File: src/sv/fsn_pkg.sv
// fsn_pkg: constants and the byte clean-up function for the short name encoder
// no dependencies; imported by fat_short_name_encoder
package fsn_pkg;

  // sizes of the short name fields
  localparam int unsigned BASE_KEEP = 8;
  localparam int unsigned EXT_KEEP  = 3;
  localparam int unsigned BASE_LEN_W = 4;
  localparam int unsigned EXT_LEN_W  = 2;
  localparam logic [BASE_LEN_W-1:0] BASE_SAT = 4'd9;
  localparam logic [BASE_LEN_W-1:0] BASE_MAX = 4'd8;
  localparam logic [EXT_LEN_W-1:0]  EXT_MAX  = 2'd3;

  // byte codes
  localparam logic [7:0] PAD_BYTE      = 8'd32;
  localparam logic [7:0] TOP_PRINTABLE = 8'd126;
  localparam logic [7:0] DOT_BYTE      = 8'd46;
  localparam logic [7:0] FILL_BYTE     = 8'd95;
  localparam logic [7:0] TILDE_BYTE    = 8'd126;
  localparam logic [7:0] ONE_BYTE      = 8'd49;
  localparam logic [7:0] LOWER_A       = 8'd97;
  localparam logic [7:0] LOWER_Z       = 8'd122;
  localparam logic [7:0] CASE_OFFSET   = 8'd32;

  // fold lowercase to uppercase, replace space, control and high bytes
  function automatic logic [7:0] clean_byte(input logic [7:0] c);
    logic [7:0] r;
    if (c >= LOWER_A && c <= LOWER_Z) begin
      r = c - CASE_OFFSET;
    end else if (c <= PAD_BYTE || c > TOP_PRINTABLE) begin
      r = FILL_BYTE;
    end else begin
      r = c;
    end
    return r;
  endfunction

endpackage

File: src/sv/fat_short_name_encoder.sv
// fat_short_name_encoder: builds an 8.3 short name from a byte stream
// depends on fsn_pkg
//
// Bytes of a file name arrive one per beat on the slave side; a beat with
// tlast set ends the name (its data byte is ignored) and produces one beat
// on the master side holding the space padded 8-byte base and 3-byte
// extension. Dots switch to the extension and are dropped, lowercase is
// folded to uppercase, and space, control and bytes above 126 become '_'.
// A base longer than eight bytes is cut to six followed by "~1". Every beat
// passes an input register, then clean-up and store logic into the name
// registers or the result register, so a byte is taken in every cycle
// except while the input side stalls. The input
// side only stalls while a finished result waits on the master side and
// another end beat is ready to be turned into a result.
module fat_short_name_encoder
  import fsn_pkg::*;
(
  input  logic        clk,
  input  logic        rst,
  input  logic        s_axis_tvalid,
  output logic        s_axis_tready,
  input  logic [7:0]  s_axis_tdata,   // [7:0] character
  input  logic        s_axis_tlast,   // end_of_name
  output logic        m_axis_tvalid,
  input  logic        m_axis_tready,
  output logic [87:0] m_axis_tdata    // [63:0] base_field, [87:64] extension_field
);

  // input register
  logic       in_valid;
  logic [7:0] in_char;
  logic       in_last;

  // name state
  logic [7:0]            base_store [BASE_KEEP];
  logic [BASE_LEN_W-1:0] base_length;
  logic [7:0]            ext_store [EXT_KEEP];
  logic [EXT_LEN_W-1:0]  ext_length;
  logic                  ext_mode;

  // result register
  logic        out_valid;
  logic [63:0] out_base;
  logic [23:0] out_ext;

  logic        advance;
  logic [7:0]  clean_char;
  logic [63:0] base_next;
  logic [23:0] ext_next;

  // an end beat needs room in the result register
  assign advance       = in_valid && (!in_last || !out_valid || m_axis_tready);
  assign s_axis_tready = !in_valid || advance;
  assign clean_char    = clean_byte(in_char);

  // capture input beats
  always_ff @(posedge clk) begin
    if (rst) begin
      in_valid <= 1'b0;
    end else if (s_axis_tready) begin
      in_valid <= s_axis_tvalid;
    end
    if (s_axis_tready) begin
      in_char <= s_axis_tdata;
      in_last <= s_axis_tlast;
    end
  end

  // assemble padded fields from the stored name
  always_comb begin
    for (int i = 0; i < BASE_KEEP; i++) begin
      if (BASE_LEN_W'(i) < base_length) begin
        base_next[63 - 8*i -: 8] = base_store[i];
      end else begin
        base_next[63 - 8*i -: 8] = PAD_BYTE;
      end
    end
    if (base_length > BASE_MAX) begin
      base_next[15:8] = TILDE_BYTE;
      base_next[7:0]  = ONE_BYTE;
    end
    for (int j = 0; j < EXT_KEEP; j++) begin
      if (EXT_LEN_W'(j) < ext_length) begin
        ext_next[23 - 8*j -: 8] = ext_store[j];
      end else begin
        ext_next[23 - 8*j -: 8] = PAD_BYTE;
      end
    end
  end

  // name state update
  always_ff @(posedge clk) begin
    if (rst) begin
      base_length <= '0;
      ext_length  <= '0;
      ext_mode    <= 1'b0;
      for (int i = 0; i < BASE_KEEP; i++) begin
        base_store[i] <= '0;
      end
      for (int j = 0; j < EXT_KEEP; j++) begin
        ext_store[j] <= '0;
      end
    end else if (advance) begin
      if (in_last) begin
        base_length <= '0;
        ext_length  <= '0;
        ext_mode    <= 1'b0;
        for (int i = 0; i < BASE_KEEP; i++) begin
          base_store[i] <= '0;
        end
        for (int j = 0; j < EXT_KEEP; j++) begin
          ext_store[j] <= '0;
        end
      end else if (in_char == DOT_BYTE) begin
        ext_mode <= 1'b1;
      end else if (!ext_mode) begin
        if (base_length < BASE_MAX) begin
          base_store[base_length[2:0]] <= clean_char;
        end
        if (base_length < BASE_SAT) begin
          base_length <= base_length + 1'b1;
        end
      end else if (ext_length < EXT_MAX) begin
        ext_store[ext_length] <= clean_char;
        ext_length <= ext_length + 1'b1;
      end
    end
  end

  // result register
  always_ff @(posedge clk) begin
    if (rst) begin
      out_valid <= 1'b0;
    end else if (advance && in_last) begin
      out_valid <= 1'b1;
    end else if (m_axis_tready) begin
      out_valid <= 1'b0;
    end
    if (advance && in_last) begin
      out_base <= base_next;
      out_ext  <= ext_next;
    end
  end

  assign m_axis_tvalid = out_valid;
  assign m_axis_tdata  = {out_ext, out_base};

`ifndef ASSERT_OFF
  // base length counter stays in range
  a_base_len: assert property (@(posedge clk) disable iff (rst)
    base_length <= BASE_SAT)
    else $error("base length beyond saturation");

  // state is cleared once a name is finished
  a_clear: assert property (@(posedge clk) disable iff (rst)
    advance && in_last |=> base_length == '0 && ext_length == '0 && !ext_mode)
    else $error("name state not cleared after end beat");

  // a result only appears after an end beat was taken
  a_out_src: assert property (@(posedge clk) disable iff (rst)
    $rose(out_valid) |-> $past(advance && in_last))
    else $error("result without end beat");

  // a waiting result is never overwritten
  a_no_drop: assert property (@(posedge clk) disable iff (rst)
    out_valid && !m_axis_tready |-> !(advance && in_last))
    else $error("pending result overwritten");
`endif

endmodule
File: config.mk
export PLATFORM = sky130hd
export DESIGN_NAME = fat_short_name_encoder
export DESIGN_NICKNAME = d
export VERILOG_FILES = /design/src/sv/fsn_pkg.sv /design/src/sv/fat_short_name_encoder.sv
export SDC_FILE = /design/constraint.sdc
export NUM_CORES = 1
export LEC_CHECK = 0
export ABC_AREA = 0
export BUFFER_PORTS_ARGS = -buffer_cell sky130_fd_sc_hd__buf_2
export CAP_MARGIN = 20
export CORE_ASPECT_RATIO = 0.6
export CORE_MARGIN = 4
export CORE_UTILIZATION = 50
export CTS_CLUSTER_DIAMETER = 100
export DETAILED_ROUTE_END_ITERATION = 10
export PLACE_DENSITY = 0.71
export SETUP_SLACK_MARGIN = 0.3
export SYNTH_ARGS = -nofsm -noshare
export SYNTH_HDL_FRONTEND = slang
export SYNTH_SLANG_ARGS = --single-unit
File: constraint.sdc
create_clock -name clk -period 7.6 [get_ports clk]
set_clock_uncertainty 0.2 [all_clocks]
set_input_delay 1.14 -clock clk [delete_from_list [all_inputs] [get_ports clk]]
set_output_delay 1.14 -clock clk [all_outputs]
set_load 0.01 [all_outputs]
## Word-level counts from Yosys, hierarchy flattened

Memories as Yosys holds them, arrays and structs flattened. A register that Yosys moved wholly into a read port is not among the register bits.
Cells that the tools add are included.

- Add/subtract/negate cells: 3
- Magnitude comparators: 19
- Equal/unequal tests: 3
- Mux-type cells: 53
- Bitwise operators: 13
- Reductions and logical operators: 31

Operators with widths:

| kind | number |
|---|---|
| $mux 8 | 15 |
| $mux 1 | 26 |
| $lt 3x4->1 const A | 4 |
| $mux 4 | 4 |
| $reduce_or 8->1 | 2 |
| $logic_not 1->1 | 12 |
| $or 1x1->1 | 11 |
| $mux 2 | 5 |
| $reduce_bool 2->1 | 5 |
| $eq 8x6->1 const B | 1 |
| $ge 8x7->1 const B | 1 |
| $gt 8x7->1 const B | 1 |
| $le 8x6->1 const B | 1 |
| $le 8x7->1 const B | 1 |
| $lt 1x4->1 const A | 2 |
| $lt 2x4->1 const A | 2 |
| $lt 4x4->1 const B | 2 |
| $reduce_and 4->1 | 2 |
| $sub 8x6->8 const B | 1 |
| $mux 7 | 1 |
| $mux 5 | 1 |
| $add 4x1->4 const B | 1 |
| $gt 4x4->1 const B | 1 |
| $logic_or 1x1->1 | 4 |
| 10 further kinds | 16 |

- Bits in registers: 34
- Bits in writable memories: 88
- Input port bits: 13
- Output and inout bits: 90
- Memories: 2

Memory list:

| name | words | width | read ports | clocked after Yosys merged registers in | write ports | RTL line | source |
|---|---|---|---|---|---|---|---|
| base_store | 8 | 8 | 8 | 6 | 8 | fat_short_name_encoder.sv:35 | `logic [7:0] base_store [BASE_KEEP];` |
| ext_store | 3 | 8 | 3 | 3 | 3 | fat_short_name_encoder.sv:37 | `logic [7:0] ext_store [EXT_KEEP];` |

## Depth between registers and ports, before layout

Gate-level depths: netlist of the first run.

- Depth in word-level cells: 10
- Depth in mapped cells: 7
- Gate-level depth less buffers: 6

## Least setup slack after synthesis of the first run

Ideal clock, no wire load.

- Kind: input-to-reg
- Start: input m_axis_tready
- End: memory base_store[5][0], enable pin
- Library setup time: 330 ps
- Arrival: 5848 ps
- Data required time: 7070 ps
- Path slack: 1223 ps
- Cell stages on the path: 5
- Path through: nor2b_1 -> nor2_1 -> nor2_1 -> clkbuf_1 -> nand2_1

RTL lines:

| what | RTL line | source |
|---|---|---|
| from (decl) | fat_short_name_encoder.sv:25 | `input logic m_axis_tready,` |
| to (decl) | fat_short_name_encoder.sv:35 |  |

## Worst setup path in the final report of the first run

- Start: input m_axis_tready
- End: output s_axis_tready

- Word-level cells in the longest chain between the ends: 3

RTL lines:

| what | RTL line | source |
|---|---|---|
| $logic_or 1x1->1 | fat_short_name_encoder.sv:52 | `assign advance = in_valid && (!in_last \|\| !out_valid \|\| m_axis_tready);` |
| $logic_and 1x1->1 | fat_short_name_encoder.sv:52 |  |
| $logic_or 1x1->1 | fat_short_name_encoder.sv:53 | `assign s_axis_tready = !in_valid \|\| advance;` |
| to (decl) | fat_short_name_encoder.sv:21 | `output logic s_axis_tready,` |

No other way between the ends.

==> results of run 1 <==
[worst max-delay path, stage by stage]
cell                      delay [ns]
sky130_fd_sc_hd__buf_2          0.09
sky130_fd_sc_hd__nor2b_1        0.36
sky130_fd_sc_hd__nand3_1        0.49
sky130_fd_sc_hd__buf_2          0.31
[worst min-delay path by stage]
| stage | startpoint | end | slack [ns] | cells after the start |
|---|---|---|---|---|
| final | ext_store[1][5]$_SDFFCE_PN0P_ | out_ext[13]$_SDFFCE_PN1P_ | 0.32 | 1 |
| after global routing | ext_store[1][5]$_SDFFCE_PN0P_ | out_ext[13]$_SDFFCE_PN1P_ | 0.32 | 1 |
| after CTS | ext_store[2][5]$_SDFFCE_PN0P_ | out_ext[5]$_SDFFCE_PP1P_ | 0.32 | 1 |
| after detailed placement | ext_store[1][5]$_SDFFCE_PN0P_ | out_ext[13]$_SDFFCE_PN1P_ | 0.30 | 1 |
| after global placement | ext_store[2][5]$_SDFFCE_PN0P_ | out_ext[5]$_SDFFCE_PP1P_ | 0.30 | 1 |
| after floorplan | base_store[6][5]$_SDFFCE_PN0P_ | out_base[13]$_SDFFCE_PP1P_ | 0.28 | 1 |
[flip-flops by register name, indices dropped and copies added (netlist names)]
signal and flops:
m_axis_tvalid 1, out_ext 24, ext_store 24, in_last 1, in_char 8, ext_mode 1
ext_length 2, in_valid 1, out_base 64, base_length 4, base_store 64
[Yosys cell counts (all sizes together), types with 5 or more instances]
library cell,n,share of area (%)
nand2b,8,0.66
edfxtp,185,73
nand2,19,1.1
nor2,74,3.7
nor3,26,1.8
buf,5,0.41
or2,8,0.66
inv,8,0.40
ha,12,2.0
a21oi,16,1.1
nor2b,54,4.5
a21o,9,0.89
clkbuf,12,0.59
nand4,10,0.83
and2,22,1.8
dfxtp,9,2.4
[report_power, final]
| group | switching [mW] | internal (mW) | leakage [nW] | total, mW |
|---|---|---|---|---|
| Sequential | 0.0149 | 1.20 | 1.88 | 1.22 |
| Combinational | 0.0556 | 0.0247 | 1.14 | 0.0803 |
| Clock | 0.395 | 0.523 | 0.288 | 0.918 |
[placed cells by master (no fill, tap or decap), drive strengths merged]
cell and instances:
inv 14, o21bai 2, nor3b 1, ha 12, nand3b 1, dfxtp 9, a311oi 3, nand2b 8
edfxtp 185, nor4b 2, and2 22, or2 8, o21ai 3, nand4 10, or4b 1, a31oi 3
mux2 2, a21oi 16, clkinv 2, nor2 74, nand2 19, a32o 2, a221oi 1, clkbuf 17
nor2b 54, o22a 1, a31o 1, nor4 2, a21boi 1, and3 3, clkinvlp 3, a22o 1
nor3 26, a41oi 1, bufinv 3, nand3 2, a22oi 1, buf 111, a21o 9
[kinds of logic after synthesis]
logic type                 Yosys count  share of synthesized area (%)
muxes                                2                          0.297
DFF                                194                           75.7
buffers and inverters               25                           1.40
AOI/OAI and AO/OA                   45                           4.18
adders and majority gates           12                           1.98
and+or+nand+nor                    233                           16.4
[layout make-up]
type	instances	area (sq um)	area share [%]
flip-flops and latches	194	5740	64.1
clock buffers	17	425	4.75
inverters	8	30.0	0.335
well taps	198	248	2.77
multi-input cells	292	1740	19.4
clock inverters	14	179	2.00
repair buffers	111	597	6.67
[layer usage]
metal / track usage [%] / wire length, microns
met3: 5.24 / 1410
met5: 0 / 0
met4: 5.53 / 199
met2: 25.9 / 6370
met1: 26.8 / 7220
[stage by stage]
step	area [sq um]	hold slack [ns]
after detailed placement	8300	0.300
after CTS	8910	0.316
after floorplan	7570	0.277
final	8950	0.318
after global routing	8950	0.323
after global placement	8290	0.296
==> qor.tcl, run 1 <==
set qor(result_of_the_run) {complete, no violations}
set qor(cts_tree) {yes}
set qor(grtUsageTotal_pct) 18.0
set qor(cellPowerDensity_nw_per_um2) 247
set qor(grt_max_degree) 70
set qor(post-place-cells) 799
set qor(synth.yosys.seq_area_share_pct) 75.7
set qor(setup_viol) 0
set qor(dpl_worst_slack_ns) 3.76
set qor(layout.cells.non_filler) 834
set qor(design.portCount) 103
set qor(postSynth.topFlopCell) {sky130_fd_sc_hd__edfxtp_1}
set qor(drt-wirelength-per-cell_microns) 18.2
set qor(worst_r2r_endpoint) {ext_store[0][3]$_SDFFCE_PN0P_}
set qor(ff2ff_setup_slack_ns) 4.80
set qor(worst_slew_slack_as_a_fraction_of_its_limit_pct) 32.3
set qor(fill_cells) 1083
set qor(quantity_of_hold_fixing_buffers_added_after_cts) 0
set qor(buffer_ports.inserted) 102
set qor(gpl.final_weighted_congestion) 0.819
set qor(clock_latency_ns) 0.43
set qor(slew_viol_final) 0
set qor(startpoint) {m_axis_tready}
set qor(ctsHtreeMaxLevel) 4
set qor(antenna_cells_inserted) 0
set qor(maxCapViolCount) 0
set qor(grt_pass1_vias) 4261
set qor(post-route-util_pct) 61.0
set qor(post_route_antenna_net_violation_count) 0
set qor(synth_area_sq_um) 7570
set qor(cts.repair_timing.setup_buffer_count) 0
set qor(cts_root_buf) {sky130_fd_sc_hd__clkbuf_16}
set qor(syn-instance-count) 511
set qor(via_count) 4455
set qor(yosys_register_bits) 194
set qor(r2r_cells) 4
set qor(setup.worst_path.end) {s_axis_tready}
set qor(cts-buffers-inserted) 17
set qor(final-hold-violation-count) 0
set qor(share_of_cells_above_drive_strength_1_pct) 25.6
set qor(yosys_warnings) 0
set qor(worst_ep_arrival_time_ns) 2.39
set qor(post_synth_num_cell_types) 43
set qor(start_util_pct) 51.6
set qor(timing.critical_path.from_type) {primary input}
set qor(die_x_microns) 167
set qor(worstHoldPathType) {reg2reg}
set qor(syn-num-nets) 536
set qor(async_reset_ff_share_pct) 0
set qor(post_cts.resized_instances) 0
set qor(dp_hpwl_microns) 10000
set qor(pin_slew_with_the_least_headroom_to_its_limit_ns) 1.01
set qor(clock_path_buffers) 2
set qor(grt.overflow.total) 0
set qor(die_area_sq_um) 17200
set qor(core_sq_um) 14700
set qor(final.setup.worst_slack_ns) 3.87
set qor(setup_tns_ns) 0
set qor(drc) 0
set qor(route.detailed.vias_per_inst) 5.34
set qor(vdd_ir_drop_max_mv) 0.133
set qor(totalWireLength_microns) 15200
set qor(area_growth_pct) 18.2
set qor(drt_first_iter_violations) 411
set qor(floorplan.rows) 34
set qor(report.power.total_mw) 2.22
set qor(drtPass1Iterations) 5
set qor(period_minus_slack_ns) 3.73
set qor(timing.critical_path.required_ns) 6.26
set qor(unrepaired_setup_endpoints_after_global_routing) {false}
set qor(worstPathMaxFanout) 11
set qor(synth-edff-count) 185
set qor(static-leakage-power_nw) 3.30
set qor(endpoint_kind) {primary output}
set qor(class_of_the_most_critical_setup_path) {in2out}
set qor(syn_avg_cell_area_sq_um) 14.8
set qor(clock.fmax_mhz) 268
set qor(floorplan.die.height_microns) 103
set qor(final_net_count) 649
set qor(reg2reg_from) {in_char[4]$_DFFE_PP_}
set qor(timing.final.crit_share_pct) 49.1
set qor(grt_pass1_wl_microns) 23400
set qor(worst_setup_hold_path_clk_slew_ns) 0.07
set qor(antenna_found_initial) 0
set qor(tritoncts_num_sinks) 194
No activity file was read; power rests on OpenSTA's default activity.
==> run 2: changes to the inputs <==
Settings changed: PLACE_DENSITY 0.71 to 0.74.
Clock period 7.6 ns to 3.1 ns, I/O delays scaled along.
==> qor.tcl, run 2 (synthesis gave the netlist of run 1 again) <==
set qor(drc) 0 ;# unchanged
set qor(top_regs) {base_store (64), out_base (64)}
set qor(clk_network_pwr_share_pct) 39.8 ;# -1.6 points
set qor(result_of_the_run) {complete, no violations}
set qor(cts-buffers-inserted) 17 ;# unchanged
set qor(static-leakage-power_nw) 3.34 ;# +1.2%
set qor(timing.critical_path.from_type) {flip-flop}
set qor(endpoint_kind) {flip-flop}
set qor(final_net_count) 661 ;# +1.8%
set qor(final_common_cell) {sky130_fd_sc_hd__edfxtp_1}
set qor(r2r_cells) 4 ;# unchanged
set qor(design.portCount) 103 ;# unchanged
set qor(clock.fmax_mhz) 397
set qor(floorplan.die.height_microns) 103 ;# unchanged
set qor(cts_root_buf) {sky130_fd_sc_hd__clkbuf_16}
set qor(timing.final.crit_share_pct) 81.2
set qor(gpl.final_weighted_congestion) 0.861 ;# +5.2%
set qor(ff2ff_setup_slack_ns) 0.58 ;# -4.22 ns
set qor(period_minus_slack_ns) 2.52
set qor(totalWireLength_microns) 15400 ;# +1.2%
set qor(pin_slew_with_the_least_headroom_to_its_limit_ns) 1.03 ;# +0.0201 ns
set qor(globalRouteMet3Util_pct) 5.47 ;# +0.23 points
set qor(timing.hold.worst.start) {s_axis_tdata[3]}
set qor(postLayoutCellArea_sq_um) 9030 ;# +0.88%
set qor(cts_tree) {yes}
set qor(slew_viol_final) 0 ;# unchanged
set qor(grt_max_degree) 59 ;# -16%
set qor(worst_slew_slack_as_a_fraction_of_its_limit_pct) 30.7 ;# -1.6 points
set qor(grt_pass1_vias) 4341 ;# +1.9%
set qor(grtUsageTotal_pct) 18.4 ;# +0.47 points
set qor(class_of_the_most_critical_setup_path) {reg2reg}
set qor(drt_first_iter_violations) 399 ;# -2.9%
set qor(post_route_antenna_net_violation_count) 0 ;# unchanged
set qor(worstHoldEndpoint) {in_char[3]$_DFFE_PP_}
set qor(setup_viol) 0 ;# unchanged
set qor(busiest_layer) {met1}
set qor(min_path_cells) 1 ;# unchanged
set qor(tritoncts_num_sinks) 194 ;# unchanged
set qor(antenna_found_initial) 0 ;# unchanged
set qor(via_count) 4553 ;# +2.2%
set qor(net-switching-power_mw) 1.21 ;# +160%
set qor(core_sq_um) 14700 ;# unchanged
set qor(share_of_cells_above_drive_strength_1_pct) 28.2 ;# +2.6 points
set qor(cellPowerDensity_nw_per_um2) 587 ;# +140%
set qor(worstHoldPathType) {in2reg}
set qor(power.sequential.fraction_pct) 56.3 ;# +1.3 points
set qor(p_int_mw) 4.09 ;# +130%
set qor(placedInstanceArea_sq_um) 8420 ;# +1.4%
set qor(drt-wirelength-per-cell_microns) 18.2 ;# -0.39%
set qor(floorplan.rows) 34 ;# unchanged
set qor(worst_ep_arrival_time_ns) 2.48 ;# +0.09 ns
set qor(switching_share_pct) 22.9 ;# +1.8 points
set qor(buffer_ports.inserted) 102 ;# unchanged
set qor(reg2reg_from) {in_char[6]$_DFFE_PP_}
set qor(timing.critical_path.required_ns) 3.06 ;# -3.20 ns
set qor(worstPathMaxFanout) 11 ;# unchanged
set qor(ctsHtreeMaxLevel) 4 ;# unchanged
set qor(antenna_cells_inserted) 0 ;# unchanged
set qor(post-route-util_pct) 61.5 ;# +0.54 points
set qor(worst_r2r_endpoint) {base_store[5][6]$_SDFFCE_PN0P_}
set qor(setup_tns_ns) 0 ;# unchanged
set qor(final-hold-violation-count) 0 ;# unchanged
set qor(start_util_pct) 51.6 ;# unchanged
set qor(report.power.total_mw) 5.30 ;# +140%
set qor(power.combinational.fraction_pct) 3.9 ;# +0.3 points
set qor(worst_setup_hold_path_clk_slew_ns) 0.07 ;# about the same
set qor(met1_usage_pct) 27.9 ;# +1.1 points
set qor(dp_hpwl_microns) 10400 ;# +3.9%
set qor(die_area_sq_um) 17200 ;# unchanged
set qor(drtPass1Iterations) 5 ;# unchanged
set qor(layout_common_cells) {sky130_fd_sc_hd__edfxtp_1, sky130_fd_sc_hd__buf_2, sky130_fd_sc_hd__nor2_1}
set qor(maxCapViolCount) 0 ;# unchanged
set qor(grt.overflow.total) 0 ;# unchanged
set qor(vdd_ir_drop_max_mv) 0.385 ;# +190%
set qor(area_growth_pct) 19.3
set qor(grt_util_met2_pct) 25.9 ;# -0.031 points
set qor(die_x_microns) 167 ;# unchanged
set qor(grt_pass1_wl_microns) 23900 ;# +1.9%
set qor(route.detailed.vias_per_inst) 5.38 ;# +0.63%
set qor(clock_latency_ns) 0.43 ;# about the same
set qor(clock_path_buffers) 2 ;# unchanged
set qor(post_cts.resized_instances) 0 ;# unchanged
set qor(unrepaired_setup_endpoints_after_global_routing) {false}
run 2: critical path: stages, from the launching register on:
cell and delay (ns):
sky130_fd_sc_hd__edfxtp_1 0.52, sky130_fd_sc_hd__nor3b_4 0.38, sky130_fd_sc_hd__nand3_1 0.43, sky130_fd_sc_hd__nand4_1 0.55
sky130_fd_sc_hd__nand2_4 0.16
run 2: cell type report:
| class | count | area [sq um] |
|---|---|---|
| Sequential cell | 194 | 5740 |
| Multi-Input combinational cell | 292 | 1770 |
| Clock inverter | 14 | 140 |
| Tap cell | 198 | 248 |
| Inverter | 8 | 30.0 |
| Timing Repair Buffer | 123 | 678 |
| Clock buffer | 18 | 429 |
| Fill cell | 1064 | 5640 |
run 2: worst max-delay path by stage:
stage	from	slack, ns	cells past startpoint	endpoint
2_1_floorplan	m_axis_tready	0.09	5	base_store[1][0]$_SDFFCE_PN0P_
3_3_place_gp	in_char[6]$_DFFE_PP_	0.69	4	base_store[7][1]$_SDFFCE_PN0P_
3_5_place_dp	in_char[6]$_DFFE_PP_	0.62	4	base_store[7][1]$_SDFFCE_PN0P_
4_1_cts	in_char[6]$_DFFE_PP_	0.64	4	base_store[5][6]$_SDFFCE_PN0P_
5_1_grt	in_char[6]$_DFFE_PP_	0.39	4	base_store[7][1]$_SDFFCE_PN0P_
6_report	in_char[6]$_DFFE_PP_	0.58	4	base_store[5][6]$_SDFFCE_PN0P_
run 2: power by group through the flow:
stage / clock, mW / combinational (mW) / sequential (mW)
after floorplan: 0 / 0.105 / 3.04
after global placement: 0 / 0.195 / 3.04
after CTS: 2.13 / 0.205 / 2.98
final: 2.11 / 0.208 / 2.98
after global routing: 2.26 / 0.222 / 2.99
after detailed placement: 0 / 0.201 / 3.04
run 2: per-stage QoR:
step / std cells / setup WS, ns / hold slack [ns]
after floorplan: 511 / 0.0862 / 0.277
after global placement: 811 / 0.694 / 0.296
after detailed placement: 811 / 0.621 / 0.293
after CTS: 846 / 0.639 / 0.00148
after global routing: 847 / 0.386 / 0.000426
final: 847 / 0.582 / 0.00997
run 2: layer usage:
| layer | vias to the layer above | part of all wire, % |
|---|---|---|
| met5 | - | 0 |
| met4 | 0 | 2.0 |
| met3 | 42 | 9.3 |
| met2 | 278 | 41 |
| met1 | 2127 | 47 |
| li1 | 2106 | - |
run 2: what timing repair did:
action / CTS / global route
buffers inserted: 0 / 0
hold endpoints to repair: 3 / 1
hold buffers: 3 / 1
